**src/uhp_pkg.sv**
```systemverilog
package uhp_pkg;

   localparam int unsigned LINE_NUMBER_BITS_DEF = 32;
   localparam int unsigned HUNK_COUNT_BITS_DEF  = 16;

   // result kinds
   localparam logic [2:0] KIND_LOCATION = 3'd0;
   localparam logic [2:0] KIND_CONTENT  = 3'd1;
   localparam logic [2:0] KIND_LINE_END = 3'd2;
   localparam logic [2:0] KIND_FINISHED = 3'd3;
   localparam logic [2:0] KIND_ERROR    = 3'd4;

   // line operations
   localparam logic [1:0] OP_CONTEXT  = 2'd0;
   localparam logic [1:0] OP_ADDITION = 2'd1;
   localparam logic [1:0] OP_REMOVAL  = 2'd2;

   // error codes
   localparam logic [2:0] ERR_NONE       = 3'd0;
   localparam logic [2:0] ERR_EMPTY_LINE = 3'd1;
   localparam logic [2:0] ERR_BAD_OP     = 3'd2;
   localparam logic [2:0] ERR_NEW_OVER   = 3'd3;
   localparam logic [2:0] ERR_OLD_OVER   = 3'd4;

   // request actions
   localparam logic ACT_BYTE = 1'b0;
   localparam logic ACT_END  = 1'b1;

   // parser phases
   localparam logic [2:0] PH_PREAMBLE = 3'd0;
   localparam logic [2:0] PH_HEADER   = 3'd1;
   localparam logic [2:0] PH_HDR_TAIL = 3'd2;
   localparam logic [2:0] PH_CONTENT  = 3'd3;
   localparam logic [2:0] PH_BETWEEN  = 3'd4;
   localparam logic [2:0] PH_DONE     = 3'd5;

   // positions within "-a,b +c,d @@"
   localparam logic [3:0] HP_DASH      = 4'd0;
   localparam logic [3:0] HP_OLD_START = 4'd1;
   localparam logic [3:0] HP_OLD_COUNT = 4'd2;
   localparam logic [3:0] HP_SPACE_1   = 4'd3;
   localparam logic [3:0] HP_PLUS      = 4'd4;
   localparam logic [3:0] HP_NEW_START = 4'd5;
   localparam logic [3:0] HP_NEW_COUNT = 4'd6;
   localparam logic [3:0] HP_SPACE_2   = 4'd7;
   localparam logic [3:0] HP_AT_1      = 4'd8;
   localparam logic [3:0] HP_AT_2      = 4'd9;

   // characters
   localparam logic [7:0] CH_LF    = 8'h0A;
   localparam logic [7:0] CH_CR    = 8'h0D;
   localparam logic [7:0] CH_SPACE = 8'h20;
   localparam logic [7:0] CH_PLUS  = 8'h2B;
   localparam logic [7:0] CH_COMMA = 8'h2C;
   localparam logic [7:0] CH_MINUS = 8'h2D;
   localparam logic [7:0] CH_ZERO  = 8'h30;
   localparam logic [7:0] CH_NINE  = 8'h39;
   localparam logic [7:0] CH_AT    = 8'h40;

   typedef struct packed {
      logic       emit;
      logic [2:0] kind;
      logic [1:0] line_op;
      logic [7:0] content_byte;
      logic [2:0] error_code;
   } rsp_ctl_type;

endpackage

```
**src/uhp_num.sv**
```systemverilog
module uhp_num import uhp_pkg::*; #(
   parameter int unsigned LINE_NUMBER_BITS = LINE_NUMBER_BITS_DEF
) (
   input  logic [LINE_NUMBER_BITS-1:0] acc,
   input  logic [3:0]                  digit,
   output logic [LINE_NUMBER_BITS-1:0] acc_next,
   output logic                        overflow
);
   localparam int unsigned WIDE_BITS = LINE_NUMBER_BITS + 4;

   logic [WIDE_BITS-1:0] acc_wide;
   logic [WIDE_BITS-1:0] sum;

   // acc*10 + digit, as two shifts and two adds; any carry into the top bits overflows
   assign acc_wide = {4'b0000, acc};
   assign sum      = (acc_wide << 3) + (acc_wide << 1) + {{LINE_NUMBER_BITS{1'b0}}, digit};
   assign acc_next = sum[LINE_NUMBER_BITS-1:0];
   assign overflow = |sum[WIDE_BITS-1:LINE_NUMBER_BITS];
endmodule

```
**src/uhp_core.sv**
```systemverilog
module uhp_core import uhp_pkg::*; #(
   parameter int unsigned LINE_NUMBER_BITS = LINE_NUMBER_BITS_DEF,
   parameter int unsigned HUNK_COUNT_BITS  = HUNK_COUNT_BITS_DEF
) (
   input  logic                        clock,
   input  logic                        reset,
   input  logic                        advance,
   input  logic                        action,
   input  logic [7:0]                  text_byte,
   output rsp_ctl_type                 res,
   output logic [LINE_NUMBER_BITS-1:0] loc_old_start,
   output logic [LINE_NUMBER_BITS-1:0] loc_old_count,
   output logic [LINE_NUMBER_BITS-1:0] loc_new_start,
   output logic [LINE_NUMBER_BITS-1:0] loc_new_count,
   output logic [HUNK_COUNT_BITS-1:0]  hunks_seen
);
   localparam int unsigned LB = LINE_NUMBER_BITS;
   localparam int unsigned HB = HUNK_COUNT_BITS;

   logic [2:0]    phase_ff, phase_in;
   logic [3:0]    hdr_pos_ff, hdr_pos_in;
   logic [1:0]    prefix_ff, prefix_in;
   logic          line_start_ff, line_start_in;
   logic [LB-1:0] acc_ff, acc_in;
   logic          digit_seen_ff, digit_seen_in;
   logic [LB-1:0] old_start_ff, old_start_in;
   logic [LB-1:0] old_count_ff, old_count_in;
   logic [LB-1:0] new_start_ff, new_start_in;
   logic [LB-1:0] new_count_ff, new_count_in;
   logic [LB-1:0] old_rem_ff, old_rem_in;
   logic [LB-1:0] new_rem_ff, new_rem_in;
   logic [1:0]    op_ff, op_in;
   logic          pending_cr_ff, pending_cr_in;
   logic [HB-1:0] tally_ff, tally_in;

   logic [LB-1:0] acc_next;
   logic          acc_overflow;

   logic          eol, is_digit, skip_lf, count_hunk, do_finish, do_fail;
   logic          lit_check, lit_bad;
   logic [2:0]    fail_code;
   logic [3:0]    lit_pos;
   logic [7:0]    want;
   logic [7:0]    mark;
   logic [1:0]    op_sym;
   logic          op_ok;
   logic          rems_zero;

   uhp_num #(.LINE_NUMBER_BITS(LB)) u_num (
      .acc      (acc_ff),
      .digit    (text_byte[3:0]),
      .acc_next (acc_next),
      .overflow (acc_overflow)
   );

   assign eol       = (text_byte == CH_LF) || (text_byte == CH_CR);
   assign is_digit  = (text_byte >= CH_ZERO) && (text_byte <= CH_NINE);
   assign skip_lf   = pending_cr_ff && (text_byte == CH_LF);
   assign mark      = (prefix_ff == 2'd2) ? CH_SPACE : CH_AT;
   assign rems_zero = (old_rem_ff == '0) && (new_rem_ff == '0);

   always_comb begin
      op_sym = OP_CONTEXT;
      op_ok  = 1'b1;
      case (text_byte)
         CH_SPACE: op_sym = OP_CONTEXT;
         CH_PLUS:  op_sym = OP_ADDITION;
         CH_MINUS: op_sym = OP_REMOVAL;
         default:  op_ok  = 1'b0;
      endcase
   end

   always_comb begin
      phase_in      = phase_ff;
      hdr_pos_in    = hdr_pos_ff;
      prefix_in     = prefix_ff;
      line_start_in = line_start_ff;
      acc_in        = acc_ff;
      digit_seen_in = digit_seen_ff;
      old_start_in  = old_start_ff;
      old_count_in  = old_count_ff;
      new_start_in  = new_start_ff;
      new_count_in  = new_count_ff;
      old_rem_in    = old_rem_ff;
      new_rem_in    = new_rem_ff;
      op_in         = op_ff;
      pending_cr_in = pending_cr_ff;
      count_hunk    = 1'b0;
      do_finish     = 1'b0;
      do_fail       = 1'b0;
      fail_code     = ERR_NONE;
      lit_check     = 1'b0;
      lit_bad       = 1'b0;
      lit_pos       = hdr_pos_ff;
      want          = CH_AT;
      res           = '0;

      if (phase_ff != PH_DONE) begin
         if (action == ACT_END) begin
            pending_cr_in = 1'b0;
            if ((phase_ff == PH_HDR_TAIL) || (phase_ff == PH_CONTENT)) begin
               if (!((phase_ff == PH_CONTENT) && line_start_ff) && rems_zero) begin
                  count_hunk = 1'b1;
                  do_finish  = 1'b1;
               end else begin
                  do_fail   = 1'b1;
                  fail_code = ERR_EMPTY_LINE;
               end
            end else begin
               do_finish = 1'b1;
            end
         end else begin
            pending_cr_in = (text_byte == CH_CR);
            if (!skip_lf) begin
               case (phase_ff)
                  PH_PREAMBLE, PH_BETWEEN: begin
                     if (line_start_ff) begin
                        if (prefix_ff != 2'd3 && text_byte == mark) begin
                           if (prefix_ff == 2'd2) begin
                              prefix_in     = 2'd0;
                              line_start_in = 1'b0;
                              hdr_pos_in    = HP_DASH;
                              acc_in        = '0;
                              digit_seen_in = 1'b0;
                              phase_in      = PH_HEADER;
                           end else begin
                              prefix_in = prefix_ff + 2'd1;
                           end
                        end else begin
                           prefix_in = 2'd0;
                           if (phase_ff == PH_BETWEEN) begin
                              do_finish = 1'b1;
                           end else begin
                              line_start_in = eol;
                           end
                        end
                     end else if (eol) begin
                        line_start_in = 1'b1;
                     end
                  end
                  PH_HEADER: begin
                     if (hdr_pos_ff == HP_OLD_START || hdr_pos_ff == HP_OLD_COUNT ||
                         hdr_pos_ff == HP_NEW_START || hdr_pos_ff == HP_NEW_COUNT) begin
                        if (is_digit) begin
                           if (acc_overflow) begin
                              do_finish = 1'b1;
                           end else begin
                              acc_in        = acc_next;
                              digit_seen_in = 1'b1;
                           end
                        end else if (!digit_seen_ff) begin
                           do_finish = 1'b1;
                        end else begin
                           case (hdr_pos_ff)
                              HP_OLD_START: old_start_in = acc_ff;
                              HP_OLD_COUNT: old_count_in = acc_ff;
                              HP_NEW_START: new_start_in = acc_ff;
                              default:      new_count_in = acc_ff;
                           endcase
                           acc_in        = '0;
                           digit_seen_in = 1'b0;
                           if ((hdr_pos_ff == HP_OLD_START || hdr_pos_ff == HP_NEW_START) &&
                               text_byte == CH_COMMA) begin
                              hdr_pos_in = hdr_pos_ff + 4'd1;
                           end else begin
                              // missing count defaults to one
                              if (hdr_pos_ff == HP_OLD_START) begin
                                 old_count_in = {{(LB-1){1'b0}}, 1'b1};
                              end
                              if (hdr_pos_ff == HP_NEW_START) begin
                                 new_count_in = {{(LB-1){1'b0}}, 1'b1};
                              end
                              lit_pos   = (hdr_pos_ff <= HP_OLD_COUNT) ? HP_SPACE_1 : HP_SPACE_2;
                              lit_check = 1'b1;
                           end
                        end
                     end else begin
                        lit_check = 1'b1;
                     end
                     if (lit_check) begin
                        case (lit_pos)
                           HP_DASH:    want = CH_MINUS;
                           HP_SPACE_1: want = CH_SPACE;
                           HP_PLUS:    want = CH_PLUS;
                           HP_SPACE_2: want = CH_SPACE;
                           HP_AT_1:    want = CH_AT;
                           HP_AT_2:    want = CH_AT;
                           default:    lit_bad = 1'b1;
                        endcase
                        if (lit_bad || text_byte != want) begin
                           do_finish = 1'b1;
                        end else if (lit_pos == HP_AT_2) begin
                           old_rem_in    = old_count_ff;
                           new_rem_in    = new_count_ff;
                           hdr_pos_in    = HP_DASH;
                           line_start_in = 1'b0;
                           phase_in      = PH_HDR_TAIL;
                           res.emit      = 1'b1;
                           res.kind      = KIND_LOCATION;
                        end else begin
                           hdr_pos_in = lit_pos + 4'd1;
                        end
                     end
                  end
                  PH_HDR_TAIL: begin
                     if (eol) begin
                        line_start_in = 1'b1;
                        if (rems_zero) begin
                           count_hunk = 1'b1;
                           prefix_in  = 2'd0;
                           phase_in   = PH_BETWEEN;
                        end else begin
                           phase_in = PH_CONTENT;
                        end
                     end
                  end
                  PH_CONTENT: begin
                     if (line_start_ff) begin
                        if (eol) begin
                           do_fail   = 1'b1;
                           fail_code = ERR_EMPTY_LINE;
                        end else if (!op_ok) begin
                           do_fail   = 1'b1;
                           fail_code = ERR_BAD_OP;
                        end else if (op_sym != OP_REMOVAL && new_rem_ff == '0) begin
                           do_fail   = 1'b1;
                           fail_code = ERR_NEW_OVER;
                        end else if (op_sym != OP_ADDITION && old_rem_ff == '0) begin
                           do_fail   = 1'b1;
                           fail_code = ERR_OLD_OVER;
                        end else begin
                           if (op_sym != OP_REMOVAL) begin
                              new_rem_in = new_rem_ff - {{(LB-1){1'b0}}, 1'b1};
                           end
                           if (op_sym != OP_ADDITION) begin
                              old_rem_in = old_rem_ff - {{(LB-1){1'b0}}, 1'b1};
                           end
                           op_in         = op_sym;
                           line_start_in = 1'b0;
                        end
                     end else if (eol) begin
                        line_start_in = 1'b1;
                        if (rems_zero) begin
                           count_hunk = 1'b1;
                           prefix_in  = 2'd0;
                           phase_in   = PH_BETWEEN;
                        end
                        res.emit    = 1'b1;
                        res.kind    = KIND_LINE_END;
                        res.line_op = op_ff;
                     end else begin
                        res.emit         = 1'b1;
                        res.kind         = KIND_CONTENT;
                        res.line_op      = op_ff;
                        res.content_byte = text_byte;
                     end
                  end
                  default: begin
                  end
               endcase
            end
         end

         if (do_finish) begin
            phase_in = PH_DONE;
            res      = '0;
            res.emit = 1'b1;
            res.kind = KIND_FINISHED;
         end
         if (do_fail) begin
            phase_in       = PH_DONE;
            res            = '0;
            res.emit       = 1'b1;
            res.kind       = KIND_ERROR;
            res.error_code = fail_code;
         end
      end
   end

   // saturate the hunk tally
   assign tally_in   = (count_hunk && (tally_ff != {HB{1'b1}})) ? tally_ff + {{(HB-1){1'b0}}, 1'b1}
                                                                : tally_ff;
   assign hunks_seen = tally_in;

   assign loc_old_start = (res.kind == KIND_LOCATION) ? old_start_ff : '0;
   assign loc_old_count = (res.kind == KIND_LOCATION) ? old_count_ff : '0;
   assign loc_new_start = (res.kind == KIND_LOCATION) ? new_start_ff : '0;
   assign loc_new_count = (res.kind == KIND_LOCATION) ? new_count_ff : '0;

   always_ff @(posedge clock) begin
      if (reset) begin
         phase_ff      <= PH_PREAMBLE;
         hdr_pos_ff    <= HP_DASH;
         prefix_ff     <= 2'd0;
         line_start_ff <= 1'b1;
         acc_ff        <= '0;
         digit_seen_ff <= 1'b0;
         old_start_ff  <= '0;
         old_count_ff  <= '0;
         new_start_ff  <= '0;
         new_count_ff  <= '0;
         old_rem_ff    <= '0;
         new_rem_ff    <= '0;
         op_ff         <= OP_CONTEXT;
         pending_cr_ff <= 1'b0;
         tally_ff      <= '0;
      end else if (advance) begin
         phase_ff      <= phase_in;
         hdr_pos_ff    <= hdr_pos_in;
         prefix_ff     <= prefix_in;
         line_start_ff <= line_start_in;
         acc_ff        <= acc_in;
         digit_seen_ff <= digit_seen_in;
         old_start_ff  <= old_start_in;
         old_count_ff  <= old_count_in;
         new_start_ff  <= new_start_in;
         new_count_ff  <= new_count_in;
         old_rem_ff    <= old_rem_in;
         new_rem_ff    <= new_rem_in;
         op_ff         <= op_in;
         pending_cr_ff <= pending_cr_in;
         tally_ff      <= tally_in;
      end
   end
endmodule

```
**config.mk**
```make
export PLATFORM = sky130hd
export DESIGN_NAME = uhp_core
export DESIGN_NICKNAME = d
export VERILOG_FILES = /design/src/uhp_pkg.sv /design/src/uhp_num.sv /design/src/uhp_core.sv
export SDC_FILE = /design/constraint.sdc
export NUM_CORES = 1
export LEC_CHECK = 0
export BUFFER_PORTS_ARGS = -buffer_cell sky130_fd_sc_hd__buf_4
export CORE_ASPECT_RATIO = 1.5
export CORE_MARGIN = 2
export CORE_UTILIZATION = 33
export CTS_BUF_LIST = sky130_fd_sc_hd__clkbuf_2
export CTS_CLUSTER_DIAMETER = 120
export CTS_CLUSTER_SIZE = 14
export DETAILED_ROUTE_END_ITERATION = 8
export HOLD_SLACK_MARGIN = 0.1
export MAX_ROUTING_LAYER = met4
export RECOVER_POWER = 50
export SYNTH_ARGS = -nofsm -noshare
export SYNTH_HDL_FRONTEND = slang
export SYNTH_SLANG_ARGS = --single-unit
export TNS_END_PERCENT = 10
```
**constraint.sdc**
```tcl
create_clock -name clock -period 11.3 [get_ports clock]
set_clock_uncertainty 0.1 [all_clocks]
set_input_delay 1.13 -clock clock [delete_from_list [all_inputs] [get_ports clock]]
set_output_delay 1.13 -clock clock [all_outputs]
set_load 0.05 [all_outputs]
```
# After elaboration in Yosys (flattened, before gate mapping)
# Index checks and enable logic that the tools add are counted.
[totals] reg_bits=254 word_cells=317
[op_classes] n_addsub=8 n_lt_le_gt_ge=3 n_eq_ne=57 muxes=181 bitwise=6 n_reduce_logical=47
[op_table] operator="$mux 32" count=35
[op_table] operator="$pmux 32 s2" count=3
[op_table] operator="$mux 4" count=22
[op_table] operator="$mux 3" count=24
[op_table] operator="$mux 1" count=66
[op_table] operator="$logic_not 32->1" count=2
[op_table] operator="$sub 32x1->32 const B" count=2
[op_table] operator="$mux 17" count=3
[op_table] operator="$mux 8" count=6
[op_table] operator="$mux 14" count=3
[op_table] operator="$add 35x33->36" count=1
[op_table] operator="$add 36x4->36" count=1
[op_table] operator="$eq 8x6->1 const B" count=4
[op_table] operator="$ne 2x2->1 const B" count=16
[op_table] operator="$reduce_and 14->1" count=2
[op_table] operator="$reduce_and 9->1" count=3
[op_table] operator="$ne 4x4->1 const B" count=6
[op_table] operator="$pmux 7 s3" count=1
[op_table] operator="$reduce_and 10->1" count=2
[op_table] operator="$add 16x1->16 const B" count=1
[op_table] operator="$eq 4x3->1 const B" count=4
[op_table] operator="$eq 8x4->1 const B" count=2
[op_table] operator="$mux 16" count=1
[op_table] operator="$ne 16x16->1 const B" count=1
[op_table] operator="other kinds (46)" count=91

# Longest topological paths before layout
[logic_depth] word_depth=32 depth_mapped=18

# By module
# From an unflattened synthesis, not the netlist that was laid out.
[hier_totals] cells_unflattened=1988 area_unflattened_um2=15182.1
[modules_own_cells] mod="uhp_core" n_inst=1 cells_per_inst=1716 area_each_um2=13038.8 seq_area_each_um2=5084.9
[modules_own_cells] mod="uhp_num" n_inst=1 cells_per_inst=272 area_each_um2=2143.3 seq_area_each_um2=0.0

# Least setup slack after synthesis
# Ideal clock, no wire load.
[synth_path] kind="in2out" startpoint="in text_byte[3]" endpoint="out loc_new_count[11]" arrival_time_ns=5.464 path_slack_ns=4.606 cell_stages=15 cell_sequence="inv_1 -> fa_1 -> inv_1 -> ha_1 -> a211oi_1 -> o21ai_1 -> o21a_1 -> or3_1 -> a31o_2 -> a31o_2 -> nor4_2 -> o21ai_0 -> clkbuf_1 -> clkbuf_1 -> nor2b_1"
[synth_between] elab_chain_cells=31 word_cells_on_any_way=93 classes_between="add/sub: 1; order compare: 2; eq/ne: 15; mux: 61; reduce/logical: 14"
[synth_lines] element="from (decl)" line="uhp_core.sv:9" text="input logic [7:0] text_byte,"
[synth_lines] element="branches (longest 27 deep; another with $ge 8x6->1)"
[synth_lines] element="$mux 17 *" line="uhp_core.sv:270" text="if (do_fail) begin"
[synth_lines] element="$mux 17 *" line="uhp_core.sv:98" text="if (phase_ff != PH_DONE) begin"
[synth_lines] element="$logic_not 3->1 *" line="uhp_core.sv:288" text="assign loc_new_count = (res.kind == KIND_LOCATION) ? new_count_ff : '0;"
[synth_lines] element="$mux 32 *" line="uhp_core.sv:288"
[synth_lines] element="to (decl)" line="uhp_core.sv:14" text="output logic [LINE_NUMBER_BITS-1:0] loc_new_count,"
# Every way passes the cells marked *. The select of a mux whose other input is x is not followed.

# Worst setup path after layout
[layout_path] startpoint="reg hdr_pos_ff[1]" endpoint="out loc_old_count[15]"
[layout_between] elab_chain_cells=32 word_cells_on_any_way=66 classes_between="order compare: 1; eq/ne: 10; mux: 45; reduce/logical: 10"
[layout_lines] element="from (decl)" line="uhp_core.sv:21" text="logic [3:0] hdr_pos_ff, hdr_pos_in;"
[layout_lines] element="from (signal assigned)" line="uhp_core.sv:309" text="hdr_pos_ff <= hdr_pos_in;"
[layout_lines] element="branches (longest 27 deep; another with $le 4x2->1)"
[layout_lines] element="$mux 17 *" line="uhp_core.sv:264" text="if (do_finish) begin"
[layout_lines] element="$mux 17 *" line="uhp_core.sv:270"
[layout_lines] element="$mux 17 *" line="uhp_core.sv:98"
[layout_lines] element="$logic_not 3->1 *" line="uhp_core.sv:286" text="assign loc_old_count = (res.kind == KIND_LOCATION) ? old_count_ff : '0;"
[layout_lines] element="$mux 32 *" line="uhp_core.sv:286"
[layout_lines] element="to (decl)" line="uhp_core.sv:12" text="output logic [LINE_NUMBER_BITS-1:0] loc_old_count,"
# Marks and branches as above.

==> impl_results.md <==
- Post-Syn Nets: 2173
- Post-synth EDFFs: 0
- DR iter-0 viols: 1095
- Max cap viols: 5
- Least-Margin Pin Slew: ~2.1 ns
- Kind of critical path: reg -> out
- Initial Utilization: 33.31%
- Reg2reg path depth: 15
- Setup crit start kind: register
- DP HPWL: 38190 um
- Max Freq: 0.1387 GHz
- Die width: ~180 um
- Vias in the first global route: 14571
- Setup bufs post-CTS: 0
- Synth unique cells: slightly below 80
- Filler cells: 4848
- LEAKAGE: 0.006564 uW
- Gr usage total: between 20 and 25%
- FF-to-FF Start: hdr_pos_ff[1]
- Post-synthesis adder-cell area fraction: 6.040%
- Worst hold stages: 2
- CTS resizes: 0
- Number of synthesized register bits: 254
- RSZ-0062 raised after global routing: false
- Die ar.: 47720 sq um
- RR Endpoint: old_rem_ff[6]
- Internal power: 995.7 uW
- Ys Warns: 0
- Main synth FF type: dfxtp_1
- Post-synthesis compound-gate area fraction: between 20% and 30%
- Element type at the critical path end: primary output
- Worst hold path class: reg -> reg
- Largest family of logic cells by synthesized area: simple AND/OR/NAND/NOR gates
- Combinational share of power: 6.0%
- Synthesized area per cell: 7.259 sq um
- Clk pwr share: 28.3%
- Worst EP required: a little over 10 ns
- Hold Path Sink: new_start_ff[14]
- Min-delay src: new_start_ff[14]
- Total negative slack: 0 ns
- Grt total ovfl: 0
- Commonest cells after routing, fill and taps aside: nand2_1 (437), a21oi_1 (257), dfxtp_1 (254)
- PwrDens: 80.98 nW/um^2
- Hold buffers post-CTS: 0
- IO buf count: about 170
- DRT Pass-1 Iters: 5
- Post-synthesis mux area share: 0.7591%
- Post-synth ARST share: 0%
- Status: finished with violations
- CTS tree: done
- Switching pwr: 382.7 uW
- CTS max path bufs: 3
- Final wirelength: roughly 53000 um
- Power Total: around 1400 uW
- Clock Pin Slew Worst Setup and Hold Paths: ~0.25 ns
- P&R area growth vs syn: 12.25%
- Via density: between 5 and 6
- Synthesized netlist cell count: around 2100
- Setup violators final: 0
- Hold Violations, Final: 0
- First-pass GRT wire length: between 80000 and 90000 um
- Simple-gate portion of the synthesized area: a little under a third
- Largest net degree at the start of global routing: 129
- Wirelength per Cell: 19.04 um
- Post-Syn Area: ~15000 sq um
- Ratio of cells with drive above 1 in the final layout: 11.29%
- Total number of vias: 15245
- DRC Markers: 0
- TritonCTS buffer count: 22
- I/O pin count: 173
- Post-Synth XOR/XNOR Area: 3.350%
- R2r setup slk: 6.00 ns
- Root Buffer: clkbuf_2
- Row count: 96
- Slew Viols, Final: 186
- Worst VDD drop: 0.00005097 V
- Initial antenna violation count: 3
- Period utilization: 63.79%
- Final Critical Period: 7.208 ns
- Number of clock sinks: between 200 and 300
- Crit Path Max Fanout: 128
- Failing checks: capacitance limit, slew limit
- Core ar.: 45520 sq um
- Routability Congestion: 0.9235
- H-tree Lvls: 1
- Nets: 2262
- Die height: 266.5 um
- Worst Path Arrival: 5.98 ns
- Worst-Skew Late Latency: 0.99 ns
- Register area share after synthesis: around 34%
- Antenna Nets Post-Route: 0
- Slew headroom: -41.36%
- Share of power burned in registers: 65.7%
- Most common cell after layout, fill and taps aside: nand2_1
- Switch share: 27.76%
==> how the worst max path moves through the flow <==
stage,from,slack (ns),end,depth (start not counted)
4_1_cts,acc_ff[0],4.07,loc_old_count[15],16
6_report,hdr_pos_ff[1],4.09,loc_old_count[15],16
2_1_floorplan,text_byte[3],4.61,loc_new_count[11],15
3_5_place_dp,text_byte[3],4.32,loc_old_count[7],17
3_3_place_gp,text_byte[3],4.47,loc_old_count[16],17
5_1_grt,hdr_pos_ff[1],3.71,loc_old_count[1],16
==> sequential cells by signal (all words and copies together), names as in the netlist <==
signal,flops
old_count_ff,32
old_rem_ff,32
tally_ff,16
pending_cr_ff,1
new_rem_ff,32
phase_ff,3
hdr_pos_ff,4
op_ff,2
acc_ff,32
new_count_ff,32
new_start_ff,32
digit_seen_ff,1
line_start_ff,1
old_start_ff,32
prefix_ff,2
==> area by class of cell <==
class / count / area [sq um] / share of cell area (%)
inverter: 34 / 127.6 / 0.7498
multi-input combinational: 1668 / 9438 / 55.45
antenna: 3 / 7.507 / 0.04410
clock inverter: 2 / 46.29 / 0.2720
sequential: 254 / 5085 / 29.87
tap: 588 / 735.7 / 4.322
clock buffer: 22 / 110.1 / 0.6469
timing repair buffer: 198 / 1471 / 8.645
==> critical path, stage by stage, from the launching register on <==
cell and delay (ns):
dfxtp_1 0.62, ha_1 0.40, nor2_1 0.09, nor2_1 0.18, nand4_1 0.40, nand2_1 0.21
ha_1 0.22, nor2_1 0.07, o31ai_1 0.18, and3_1 0.25, nand4_1 0.22, a221o_1 0.42
a211oi_1 0.60, o21ai_4 0.09, buf_4 0.48, nor2b_1 0.31, buf_4 0.23
==> power by group through the flow <==
stage | combinational (uW) | sequential (uW) | clock, uW
floorplan | 59.5 | 917 | 0
global placement | 81.1 | 921 | 0
detailed placement | 82.6 | 921 | 0
CTS | 82.8 | 905 | 404
global route | 89.9 | 907 | 435
finish | 82.7 | 905 | 390
==> synth_stat cells, drive strengths merged (15+ instances only) <==
master / n / area share (%)
and3: 15 / 0.62
a21oi: 257 / 8.5
a211oi: 16 / 0.79
or4: 16 / 0.87
nor4: 23 / 0.99
inv: 34 / 0.84
or3: 16 / 0.67
and2: 17 / 0.70
dfxtp: 254 / 34
nand3: 40 / 1.3
clkbuf: 124 / 3.1
nor2b: 138 / 5.7
nor2: 164 / 4.1
nor3: 39 / 1.3
nand4: 23 / 0.95
xor2: 29 / 1.7
xnor2: 29 / 1.7
a31oi: 17 / 0.70
a22oi: 17 / 0.84
a22o: 28 / 1.6
ha: 70 / 5.8
nand2: 438 / 11
o21ai: 118 / 3.9
==> through the flow <==
step | instances | util, % | hold slack [ns] | cell area, sq um | setup slack, ns
detailed placement | 2742 | 37.09 | 0.3460 | 16880 | 4.323
global placement | 2742 | 37.09 | 0.3464 | 16880 | 4.468
CTS | 2766 | 37.43 | 0.3488 | 17040 | 4.072
floorplan | 2089 | - | 0.3318 | 15160 | 4.606
finish | 2769 | 37.39 | 0.3720 | 17020 | 4.092
global route | 2769 | 37.39 | 0.3881 | 17020 | 3.714
==> kinds of logic (layout without fill, tap and decap cells) <==
group                      after synthesis  count (layout)
AOI/OAI and AO/OA                      553             553
xor gates and xnor gates                58              58
adders and majority gates               72              72
buffers and inverters                  167             256
DFF                                    254             254
muxes                                   11              11
other                                    0               3
and+or+nand+nor                        974             974
==> layer usage <==
| layer | wire [um] | vias to the layer above | global-route usage [%] |
|---|---|---|---|
| met5 | 0 | - | - |
| met4 | 2658 | 0 | 10.68 |
| met3 | 2142 | 143 | 1.724 |
| met2 | 26980 | 423 | 39.17 |
| met1 | 20940 | 7233 | 24.72 |
| li1 | - | 7446 | - |
Note: power is estimated with default switching activity, not from simulation.
